**config.mk**
```make
export PLATFORM = sky130hd
export DESIGN_NAME = wsc_mod_update
export DESIGN_NICKNAME = d
export VERILOG_FILES = /design/src/rtl/wsc_pkg.sv /design/src/rtl/wsc_mod_update.sv
export SDC_FILE = /design/constraint.sdc
export NUM_CORES = 1
export LEC_CHECK = 0
export ABC_AREA = 1
export BUFFER_PORTS_ARGS = -buffer_cell sky130_fd_sc_hd__buf_4
export CAP_MARGIN = 10
export CORE_ASPECT_RATIO = 0.5
export CORE_MARGIN = 2
export CORE_UTILIZATION = 58
export CTS_BUF_LIST = sky130_fd_sc_hd__clkbuf_2
export CTS_CLUSTER_DIAMETER = 200
export DETAILED_ROUTE_END_ITERATION = 6
export PLACE_DENSITY = 0.83
export SLEW_MARGIN = 20
export SYNTH_ARGS = -nofsm -noshare
export SYNTH_HDL_FRONTEND = slang
export SYNTH_SLANG_ARGS = --single-unit
```
**constraint.sdc**
```tcl
create_clock -name clk_i -period 3 [get_ports clk_i]
set_input_delay 0.15 -clock clk_i [delete_from_list [all_inputs] [get_ports clk_i]]
set_output_delay 0.15 -clock clk_i [all_outputs]
set_load 0.05 [all_outputs]
```
**src/rtl/wsc_pkg.sv**
```systemverilog
// shared types and constants for the weighted subset sum counter
// no dependencies; used by every module of the block
package wsc_pkg;

  localparam int unsigned VALUE_W = 13;
  localparam int unsigned COUNT_W = 30;
  localparam logic [COUNT_W-1:0] MODULUS = 30'd998244353;

  typedef enum logic [4:0] {
    S_INIT  = 5'b00001,
    S_IDLE  = 5'b00010,
    S_SWEEP = 5'b00100,
    S_DRAIN = 5'b01000,
    S_WAIT  = 5'b10000
  } state_e;

  // control that travels with each entry through the update pipeline
  typedef struct packed {
    logic valid;
    logic last;
    logic hit;
    logic zero;
  } tag_t;

endpackage

```
**src/rtl/wsc_mod_update.sv**
```systemverilog
// two-stage modular update: (2*x + y) mod prime, y optionally dropped
// depends on wsc_pkg for the modulus, widths and the pipeline tag
module wsc_mod_update import wsc_pkg::*; #(
  parameter int unsigned AW = 13
) (
  input  logic               clk_i,
  input  logic               rst_ni,
  input  logic [COUNT_W-1:0] x_i,
  input  logic [COUNT_W-1:0] y_i,
  input  logic               y_en_i,
  input  tag_t               tag_i,
  input  logic [AW-1:0]      addr_i,
  output logic [COUNT_W-1:0] sum_o,
  output tag_t               tag_o,
  output logic [AW-1:0]      addr_o
);

  logic [COUNT_W:0]   dbl_raw;
  logic [COUNT_W-1:0] dbl_d;
  logic [COUNT_W-1:0] dbl_q;
  logic [COUNT_W-1:0] y_q;
  tag_t               tag_q;
  logic [AW-1:0]      addr_q;
  logic [COUNT_W:0]   add_raw;

  // first stage: double and fold back below the modulus
  always_comb begin
    dbl_raw = {x_i, 1'b0};
    if (dbl_raw >= {1'b0, MODULUS}) begin
      dbl_d = COUNT_W'(dbl_raw - {1'b0, MODULUS});
    end else begin
      dbl_d = dbl_raw[COUNT_W-1:0];
    end
  end

  always_ff @(posedge clk_i or negedge rst_ni) begin
    if (!rst_ni) begin
      tag_q <= '0;
    end else begin
      tag_q <= tag_i;
    end
  end

  always_ff @(posedge clk_i) begin
    dbl_q  <= dbl_d;
    y_q    <= y_en_i ? y_i : '0;
    addr_q <= addr_i;
  end

  // second stage: add the shifted entry and fold again
  always_comb begin
    add_raw = {1'b0, dbl_q} + {1'b0, y_q};
    if (add_raw >= {1'b0, MODULUS}) begin
      sum_o = COUNT_W'(add_raw - {1'b0, MODULUS});
    end else begin
      sum_o = add_raw[COUNT_W-1:0];
    end
  end

  assign tag_o  = tag_q;
  assign addr_o = addr_q;

endmodule

```
==> results_dict.tcl, run 1 <==
set metrics [dict create \
    ys_ff_latch 77 \
    outcome "aborted with a tool error" \
    place_area_um2 7860 \
    place_ws_ns -0.130 \
    stop_stage "5_1_grt" \
    ys.warnings.count 0 \
    numCtsBuffers 9 \
    rows 26 \
    syn_area_per_cell_um2 6.05 \
    ys_types 42 \
    synth_seq_area_share_pct 25.1 \
    syn_area_um2 6220 \
    start_util_pct 60.3 \
    fp.dieH_um 77.2 \
    place_hpwl_mm 15.7 \
    worstEndpointGrtRepair "sum_o[7]" \
    cts_sinks 77 \
    yosysTopAreaCell "dfxtp_1" \
    syn_nets 1141 \
    worstEpCategory "top-level output" \
    synth_top_area_share_pct 23.5 \
    htree_levels 3 \
    error "[ERROR DPL-0038] Utilization greater than 100%, impossible to legalize" \
    port_buffers 126 \
    die_w_um 150 \
    synthesis.instances 1027 \
    grt_max_degree 31 \
    synthTopCellsByArea "dfxtp_1 (24%), nand2_1 (22%), inv_1 (9.8%)" \
    clockBufferDepth 2 \
    clock-root-buffer "clkbuf_2" \
    place_congestion 0.932 \
    ioPinCount 127 \
]
[synthesized netlist by cell type (all sizes together)]
cell type  number
nand2         383
inv           176
nor2          106
nand3          79
dfxtp          73
ha             33
xor2           29
a21oi          25
o21ai          24
nor3           22
nand4          20
xnor2          12
nand3b         11
buf             7
and2            4
dfrtp           4
clkbuf          3
nor4            3
o21a            2
a211oi          1
a21o            1
a31oi           1
and3            1
clkinv          1
fa              1
nor3b           1
o211ai          1
o21bai          1
o31ai           1
or2             1
[per-stage QoR]
stage / setup TNS (ns) / hold WS [ns] / cells
after global placement: -0.0286 / -0.0543 / 1354
after floorplan: -1.08 / -0.146 / 1027
after detailed placement: -1.32 / -0.0527 / 1354
after CTS: -15.45 / 0.00536 / 1501
[cells by family after synthesis]
logic type                 Yosys count  share of synthesized area, %
adders and majority gates           34                          6.96
buffers and inverters              187                          11.9
xor gates and xnor gates            41                          5.78
AOI/OAI and AO/OA                   57                          5.55
and+or+nand+nor                    631                          44.7
DFF                                 77                          25.1
[what timing repair did]
action	in CTS
setup buffers	19
resized for setup	113
pin swaps	26
hold buffers	108
setup endpoints to repair	30
gates cloned	4
endpoints found under the hold margin	80
==> run 2: changes to the inputs <==
--- a/config.mk
+++ b/config.mk
@@ -8,13 +8,10 @@
 export ABC_AREA = 1
 export BUFFER_PORTS_ARGS = -buffer_cell sky130_fd_sc_hd__buf_4
 export CAP_MARGIN = 10
-export CORE_ASPECT_RATIO = 0.5
 export CORE_MARGIN = 2
-export CORE_UTILIZATION = 58
-export CTS_BUF_LIST = sky130_fd_sc_hd__clkbuf_2
-export CTS_CLUSTER_DIAMETER = 200
+export CORE_UTILIZATION = 40
 export DETAILED_ROUTE_END_ITERATION = 6
-export PLACE_DENSITY = 0.83
+export PLACE_DENSITY_LB_ADDON = 0.15
 export SLEW_MARGIN = 20
 export SYNTH_ARGS = -nofsm -noshare
 export SYNTH_HDL_FRONTEND = slang
==> run 2 against run 1 <==
Synthesized area did not move. The flow now finishes, with violations (setup timing). Synthesized cell count did not move.
==> results_dict.tcl, run 2 <==
set metrics [dict create \
    crit_start "dbl_q[0]$_SDFF_PP0_" \
    min_from "y_i[13]" \
    power.total_w 0.00495 \
    fp.dieH_um 129 \
    critPathLaunchType "flip-flop" \
    grt_max_degree 31 \
    vdd_drop_max_v 0.000446 \
    antenna_left 0 \
    cts_tree "built" \
    wl_per_cell_um 13.1 \
    clockBufferDepth 2 \
    rsz0062_at_grt "true" \
    ioPinCount 127 \
    min_path_type "input port to flip-flop" \
    grt_remaining_overflow 0 \
    async_flop_share_pct 5.19 \
    routed_via_density 4.79 \
    clock-root-buffer "clkbuf_16" \
    synth_seq_area_share_pct 25.1 \
    yosysTopAreaCell "dfxtp_1" \
    crit_required_ns 2.85 \
    numCtsBuffers 9 \
    register_area_um2 1570 \
    p_leak_nw 5.30 \
    grt_pass1_vias 7060 \
    n_antenna_cell 0 \
    power_density_nw_per_um2 492 \
    fmax_mhz 291 \
    first_iter_violations 220 \
    final_nets 1431 \
    core_um2 15200 \
    place_congestion 0.922 \
    synth_flop_cell "dfxtp_1" \
    rows 45 \
    relSlewSlack_pct 76.3 \
    cap_violations 0 \
    drc 0 \
    hold_depth 3 \
    grt_antenna_before_repair 0 \
    synth_enable_flop_cells 0 \
    path_max_fanout 7 \
    cp-end-kind "output pin" \
    layout_setup_ws_ns -0.433 \
    yosysMostFrequentCell "nand2_1" \
    slew_viol_final 0 \
    ys_ff_latch 77 \
    synth_top_area_share_pct 23.5 \
    synthTopCellsByArea "dfxtp_1 (24%), nand2_1 (22%), inv_1 (9.8%)" \
    syn_area_um2 6220 \
    port_buffers 126 \
    place_hpwl_mm 14.0 \
    start_util_pct 40.9 \
    syn2layout_area_growth_pct 61.8 \
    holdPathEnd "y_q[13]$_SDFF_PN0_" \
    drive_gt1_share_pct 36.5 \
    ys_types 42 \
    dr.pass1.iters 5 \
    timing.hold.ws_ns 0.0130 \
    grt_pass1_wl_mm 31.0 \
    die_area_um2 16600 \
    synth_common_cells "nand2_1 (366), inv_1 (162), nor2_1 (84)" \
    setup_viol 30 \
    worst_pin_slew_ns 0.355 \
    syn_area_per_cell_um2 6.05 \
    cts_sinks 77 \
    worst-setup-path-type "flip-flop to output pin" \
    fillers 1326 \
    finalSetupTns_ns -11.39 \
    final_common_cell "nand2_1" \
    vias 7236 \
    hold_violations 0 \
    htree_levels 3 \
    cp_data_arrival_time_ns 3.28 \
    period_share_pct 114 \
    violations "setup timing" \
    post-route-min-period_ns 3.43 \
    die_w_um 129 \
    mostFrequentLayoutCells "nand2_1 (298), buf_4 (197), inv_1 (157)" \
    clk_pin_slew_ns 0.06 \
    ys.warnings.count 0 \
    synthesis.instances 1027 \
    syn_nets 1141 \
    grt_use_total_pct 23.1 \
    multiInputGateArea_um2 4670 \
    outcome "complete, but fails checks" \
    drt-total-wl_mm 19.8 \
    fin_util_pct 66.2 \
]
-- run 2: critical path: stages, from the launching register on --
cell and delay [ns]:
dfxtp_2 0.34, ha_4 0.14, inv_2 0.03, fa_2 0.55, nand2_2 0.08, a21oi_4 0.13
nand3_2 0.10, nor2_4 0.11, nand3_2 0.10, nor2_4 0.11, nand2_2 0.08, nor2_2 0.13
nand3_2 0.13, nand3_4 0.10, nand3_4 0.09, buf_6 0.14, buf_12 0.13, buf_16 0.14
nand2_2 0.06, nand2_2 0.05, nand2_2 0.07, buf_8 0.15
-- run 2: routing by layer --
| layer | vias to the layer above | wire length (um) | global-route usage (%) |
|---|---|---|---|
| li1 | 3761 | - | - |
| met1 | 3217 | 8560 | 27.2 |
| met2 | 207 | 9720 | 42.0 |
| met3 | 51 | 778 | 2.91 |
| met4 | 0 | 773 | 10.4 |
| met5 | - | 0 | 0 |
-- run 2: how the worst max path moves through the flow --
stage / end / slack (ns)
floorplan: sum_o[12] / -0.09
global placement: sum_o[16] / -0.15
detailed placement: sum_o[16] / -0.23
CTS: sum_o[9] / -0.40
global route: sum_o[7] / -0.60
finish: sum_o[10] / -0.43
-- run 2: power by group --
| group | switching [W] | internal [W] | total (W) |
|---|---|---|---|
| sequential | 0.0000290 | 0.00109 | 0.00112 |
| combinational | 0.00158 | 0.00116 | 0.00275 |
| clock | 0.000419 | 0.000672 | 0.00109 |
| total | 0.00203 | 0.00292 | 0.00495 |
-- run 2: metrics by stage --
stage,instance area (um2),instances,setup WS (ns)
floorplan,6270,1027,-0.0908
global placement,8000,1412,-0.153
detailed placement,8000,1412,-0.231
CTS,9560,1505,-0.397
global route,10100,1510,-0.604
finish,10100,1510,-0.433
-- run 2: timing repair --
| item | in CTS | in global routing |
|---|---|---|
| buffers inserted | 29 | 8 |
| gates resized for setup | 113 | 128 |
| cloned | 6 | 0 |
| hold buffers | 43 | 0 |
| endpoints found under the hold margin | 46 | 0 |
| endpoints found under the setup margin | 30 | 30 |
| pin swaps | 47 | 61 |
-- run 2: layout make-up --
cell class,instances,area share (%)
inverter,177,6.61
tap,188,2.34
clock buffer,10,2.38
clock inverter,6,0.697
multi-input combinational,763,46.4
sequential,77,15.6
timing repair buffer,289,26.0
-- run 2: kinds of logic after synthesis --
kind of cell | share of synthesized area [%]
and+or+nand+nor | 44.7
buffers and inverters | 11.9
DFF | 25.1
AOI/OAI and AO/OA | 5.55
xor gates and xnor gates | 5.78
adders and majority gates | 6.96
Power figures use the tool's default switching activity.
==> run 3: changes to the inputs <==
==> constraint.sdc (replaced) <==
create_clock -name clk_i -period 3.65 [get_ports clk_i]
set_input_delay 0.1825 -clock clk_i [delete_from_list [all_inputs] [get_ports clk_i]]
set_output_delay 0.1825 -clock clk_i [all_outputs]
set_load 0.05 [all_outputs]
==> run 3 against run 2 <==
The flow now finishes without violations. Non-clock buffer count fell by 125. First-iteration DRC count decreased by 2.3%. Count of clock-buffer cells in the layout did not move. Routed wire length shrank 14%. Core utilization fell by 11 points. Die area is the same. Combinational power down 36%. Critical path depth decreased by 2. Clock power decreased by 22%. Flip-flop and latch count is the same. Cell area decreased by 16%. Sequential power fell by 18%. Critical endpoint is now sum_o[11].
==> results_dict.tcl, run 3 (synthesized netlist as in run 2, its figures left out) <==
set metrics [dict create \
    outcome "finished, final reports clean" \
    post-route-min-period_ns 3.59 \
    critPathLaunchType "flip-flop" \
    die_w_um 129 \
    cap_violations 0 \
    place_area_um2 7340 \
    place_hpwl_mm 13.6 \
    cp_cell_sequence "ha_4 -> inv_2 -> fa_2 -> nand2_2 -> a21oi_2 -> nand3_2 -> nor2_4 -> nand3_2 -> nor2_4 -> nand2_4 -> nor2_4 -> nand3_4 -> nand3_4 -> nand3_2 -> buf_12 -> nand2_2 -> nand2_1 -> nand2_1 -> buf_6" \
    ioPinCount 127 \
    cts_sinks 77 \
    place_congestion 0.937 \
    port_buffers 126 \
    grt_max_degree 34 \
    pwr-share-seq_pct 25.8 \
    cpPeakStageDelay_ns 0.58 \
    fillers 1556 \
    rows 45 \
    cp_data_arrival_time_ns 3.41 \
    final_common_cell "nand2_1" \
    multiInputGateArea_um2 4210 \
    min_path_type "input port to flip-flop" \
    internal-power_w 0.00207 \
    slowest_stage "fa_2" \
    vias 6525 \
    hold_depth 3 \
    clkPwrFrac_pct 24.1 \
    path_max_fanout 7 \
    wl_per_cell_um 12.3 \
    slew_viol_final 0 \
    core_um2 15200 \
    antenna_left 0 \
    die_area_um2 16600 \
    mostFrequentLayoutCells "nand2_1 (340), inv_1 (160), buf_4 (114)" \
    grt_remaining_overflow 0 \
    worst-setup-path-type "flip-flop to output pin" \
    setup_viol 0 \
    fp.dieH_um 129 \
    routed_via_density 4.71 \
    syn2layout_area_growth_pct 35.9 \
    relSlewSlack_pct 65.0 \
    hold_violations 0 \
    drc 0 \
    cp-end-kind "output pin" \
    vdd_drop_max_v 0.000342 \
    p_leak_nw 4.50 \
    finalSetupTns_ns 0 \
    design_area_um2 8450 \
    grt_antenna_before_repair 0 \
    layout_setup_ws_ns 0.0594 \
    clock-root-buffer "clkbuf_16" \
    dr.pass1.iters 5 \
    first_iter_violations 215 \
    period_share_pct 98.4 \
    grt_pass1_vias 5915 \
    drt-total-wl_mm 17.0 \
    drive_gt1_share_pct 25.8 \
    fmax_mhz 279 \
    crit_required_ns 3.47 \
    final_nets 1307 \
    clockBufferDepth 2 \
    clk_pin_slew_ns 0.06 \
    power.total_w 0.00354 \
    place_ws_ns 0.253 \
    p_sw_share_pct 41.6 \
    numCtsBuffers 9 \
    cts_tree "built" \
    combPwrFrac_pct 50.0 \
    worst_pin_slew_ns 0.520 \
    grt_use_total_pct 20.1 \
    power_density_nw_per_um2 419 \
    grt_pass1_wl_mm 26.9 \
    start_util_pct 40.9 \
    rsz0062_at_grt "true" \
    switchingPower_w 0.00147 \
    n_antenna_cell 0 \
    htree_levels 3 \
    register_area_um2 1560 \
]
run 3: cell types whose count changed in the layout (fill, tap and decap cells not counted), moves of 7 or more:
cell           previous run  this run
o21ai_4                   9         1
nand3_2                  17         9
o21ai_2                   5        12
buf_4                   197       114
buf_8                    12         1
nand2_1                 298       340
nand3_1                  58        68
nand2_4                  17         1
nand2_2                  68        42
ha_4                      9         2
dlygate4sd3_1            43        18
run 3: power by group through the flow:
stage               Sequential [W]  Combinational (W)  Clock (W)
global placement          0.000929            0.00149          0
global route              0.000918            0.00191   0.000913
CTS                       0.000912            0.00153   0.000873
floorplan                 0.000959            0.00108          0
detailed placement        0.000929            0.00150          0
finish                    0.000914            0.00177   0.000854
run 3: cell type report:
cell class                      instances  share of cell area, %
Inverter                              177                   7.86
Multi-Input combinational cell        764                   49.8
Timing Repair Buffer                  164                   17.6
Tap cell                              188                   2.78
Sequential cell                        77                   18.5
Clock buffer                           10                   2.71
Clock inverter                          6                  0.755
run 3: metrics by stage:
step	utilization [%]	hold WS [ns]	cells
6_report	55.6	0.0308	1386
5_1_grt	55.6	0.0321	1386
4_1_cts	51.5	0.0197	1367
3_5_place_dp	48.3	-0.0203	1333
3_3_place_gp	48.3	-0.0205	1333
2_1_floorplan	-	-0.113	1027
run 3: per-layer routing:
| metal | wire length [um] | track usage [%] | up-vias | share of wire [%] |
|---|---|---|---|---|
| li1 | - | - | 3519 | - |
| met1 | 8120 | 27.3 | 2780 | 48 |
| met2 | 7670 | 33.1 | 197 | 45 |
| met3 | 809 | 2.54 | 29 | 4.8 |
| met4 | 407 | 6.46 | 0 | 2.4 |
| met5 | 0 | 0 | - | 0 |
run 3: worst max-delay path: cells and delay by family, from the launching register on:
family          cells  cell delay [ns]
compound gates      1             0.16
fa+ha+maj           2             0.73
flops               1             0.34
simple gates       13             1.43
buf+inv             3             0.40
run 3: worst paths after layout:
path | slack (ns) | from | end
worst max-delay path | 0.06 | y_q[0]$_SDFF_PN0_ | sum_o[11]
min in group asynchronous | 0.19 | rst_ni | tag_o[3]$_DFF_PN0_
max in group asynchronous | 3.36 | rst_ni | tag_o[0]$_DFF_PN0_
worst min-delay path | 0.03 | y_i[25] | y_q[25]$_SDFF_PN0_
run 3: timing repair:
item,in CTS,in global routing
endpoints found under the setup margin,18,30
buffers inserted,0,11
cloned,0,8
hold buffers,18,0
pin swaps,0,30
resized for setup,3,113
hold endpoints to repair,21,0
==> run 4: changes to the inputs <==
--- a/config.mk
+++ b/config.mk
@@ -8,11 +8,9 @@
 export ABC_AREA = 1
 export BUFFER_PORTS_ARGS = -buffer_cell sky130_fd_sc_hd__buf_4
 export CAP_MARGIN = 10
-export CORE_MARGIN = 2
 export CORE_UTILIZATION = 40
 export DETAILED_ROUTE_END_ITERATION = 6
 export PLACE_DENSITY_LB_ADDON = 0.15
-export SLEW_MARGIN = 20
 export SYNTH_ARGS = -nofsm -noshare
 export SYNTH_HDL_FRONTEND = slang
 export SYNTH_SLANG_ARGS = --single-unit
==> constraint.sdc (replaced) <==
create_clock -name clk_i -period 4.6 [get_ports clk_i]
set_input_delay 0.23 -clock clk_i [delete_from_list [all_inputs] [get_ports clk_i]]
set_output_delay 0.23 -clock clk_i [all_outputs]
set_load 0.05 [all_outputs]
==> run 4 against run 3 <==
Worst hold slack better by 0.047 ns. Critical path depth is 1 lower. First-iteration DRC count is 13% higher. Sequential power is 21% lower. Worst setup slack better by 0.50 ns. Non-clock buffer count is 20 lower. Largest power group unchanged. Flip-flop and latch count stayed put. Cell area is 7.3% lower. Clock power is 13% lower. Global-route usage is 0.76 points higher.
==> results_dict.tcl, run 4 (synthesized netlist as in run 2, its figures left out) <==
set metrics [dict create \
    outcome "finished, final reports clean" \
    internal-power_w 0.00156 \
    switchingPower_w 0.00110 \
    final_common_cell "nand2_1" \
    clk_pin_slew_ns 0.06 \
    drt-total-wl_mm 15.9 \
    cpMostUsedCell "nand2_1" \
    path_max_fanout 53 \
    place_area_um2 7320 \
    grt_antenna_before_repair 0 \
    rsz0062_at_grt "false" \
    finalSetupTns_ns 0 \
    cts_tree "built" \
    routed_via_density 4.66 \
    cp-end-kind "output pin" \
    clockBufferDepth 2 \
    dr.pass1.iters 5 \
    core_um2 15200 \
    crit_required_ns 4.37 \
    cts_setup_buffers 0 \
    worst_pin_slew_ns 0.562 \
    drc 0 \
    crit_family "simple AND/OR/NAND/NOR gates" \
    numCtsBuffers 9 \
    fp.dieH_um 127 \
    ctsResizeCount 0 \
    place_congestion 0.932 \
    grt_remaining_overflow 0 \
    die_area_um2 16000 \
    grt_pass1_vias 5966 \
    cap_violations 0 \
    cp_data_arrival_time_ns 3.81 \
    dp.cells 1331 \
    worst-setup-path-type "flip-flop to output pin" \
    combPwrFrac_pct 45.0 \
    start_util_pct 40.9 \
    clock-root-buffer "clkbuf_16" \
    power.total_w 0.00266 \
    vias 6365 \
    grt_use_total_pct 20.8 \
    relSlewSlack_pct 62.5 \
    die_w_um 127 \
    setup_viol 0 \
    p_sw_share_pct 41.4 \
    final_nets 1286 \
    rows 45 \
    post-route-min-period_ns 4.04 \
    drive_gt1_share_pct 18.3 \
    cts_sinks 77 \
    cp_cell_sequence "ha_1 -> inv_1 -> fa_1 -> nand2_1 -> a21oi_2 -> nand3_1 -> nor2_4 -> nand3_2 -> nor2_4 -> nand2_2 -> nor2_2 -> nand3_2 -> nand3_4 -> nand3_4 -> nand2_1 -> nand2_1 -> nand2_1 -> buf_4" \
    p_leak_nw 4.33 \
    hold_violations 0 \
    power_density_nw_per_um2 340 \
    slowest_stage "fa_1" \
    htree_levels 3 \
    antenna_left 0 \
    slew_viol_final 0 \
    fmax_mhz 248 \
    period_share_pct 87.7 \
    critPathLaunchType "flip-flop" \
    first_iter_violations 243 \
    pwr-share-seq_pct 27.2 \
    cpPeakStageDelay_ns 0.58 \
    ioPinCount 127 \
    timing.hold.ws_ns 0.0781 \
    min_path_type "input port to flip-flop" \
    vdd_drop_max_v 0.000313 \
    clkPwrFrac_pct 27.9 \
    port_buffers 126 \
    instances_no_fill 1365 \
    syn2layout_area_growth_pct 26.0 \
    place_hpwl_mm 13.5 \
    n_antenna_cell 0 \
    crit_buf_inv 2 \
    wl_per_cell_um 11.6 \
    grt_pass1_wl_mm 27.0 \
    design_area_um2 7830 \
    mostFrequentLayoutCells "nand2_1 (366), inv_1 (162), buf_4 (126)" \
    grt_max_degree 54 \
]
-- run 4: power groups by stage --
stage / Sequential [W] / Combinational, W / Clock [W]
global route: 0.000727 / 0.00131 / 0.000787
global placement: 0.000738 / 0.00117 / 0
finish: 0.000723 / 0.00120 / 0.000742
detailed placement: 0.000738 / 0.00118 / 0
floorplan: 0.000761 / 0.000854 / 0
CTS: 0.000724 / 0.00120 / 0.000755
-- run 4: final cells by class --
class                   count  area (um2)
clock buffers              11         264
inverters                 177         664
flip-flops and latches     77        1560
fillers                  1620        7370
repair buffers            144        1130
clock inverters             5        63.8
well taps                 188         235
multi-input cells         763        3920
-- run 4: path summary, 6_finish.rpt --
check,startpoint,end,slack [ns],depth (start not counted)
worst max-delay path,dbl_q[0]$_SDFF_PP0_,sum_o[28],0.56,18
worst min-delay path,y_i[25],y_q[25]$_SDFF_PN0_,0.08,3
max in group asynchronous,rst_ni,tag_o[3]$_DFF_PN0_,4.28,2
min in group asynchronous,rst_ni,tag_o[1]$_DFF_PN0_,0.23,2
-- run 4: routing by layer --
metal / wire length [um] / global-route usage [%]
met4: 324 / 7.42
met3: 761 / 2.57
met2: 6990 / 34.8
met5: 0 / 0
met1: 7810 / 27.6
-- run 4: timing repair --
action	CTS	global route
setup endpoints to repair	0	0
hold buffers	18	0
endpoints found under the hold margin	21	0
-- run 4: through the flow --
step / worst slack (ns) / util, %
final: 0.564 / 51.5
after global routing: 0.144 / 51.5
after CTS: 0.514 / 51.5
after detailed placement: 0.874 / 48.2
after global placement: 0.929 / 48.2
after floorplan: 1.16 / -
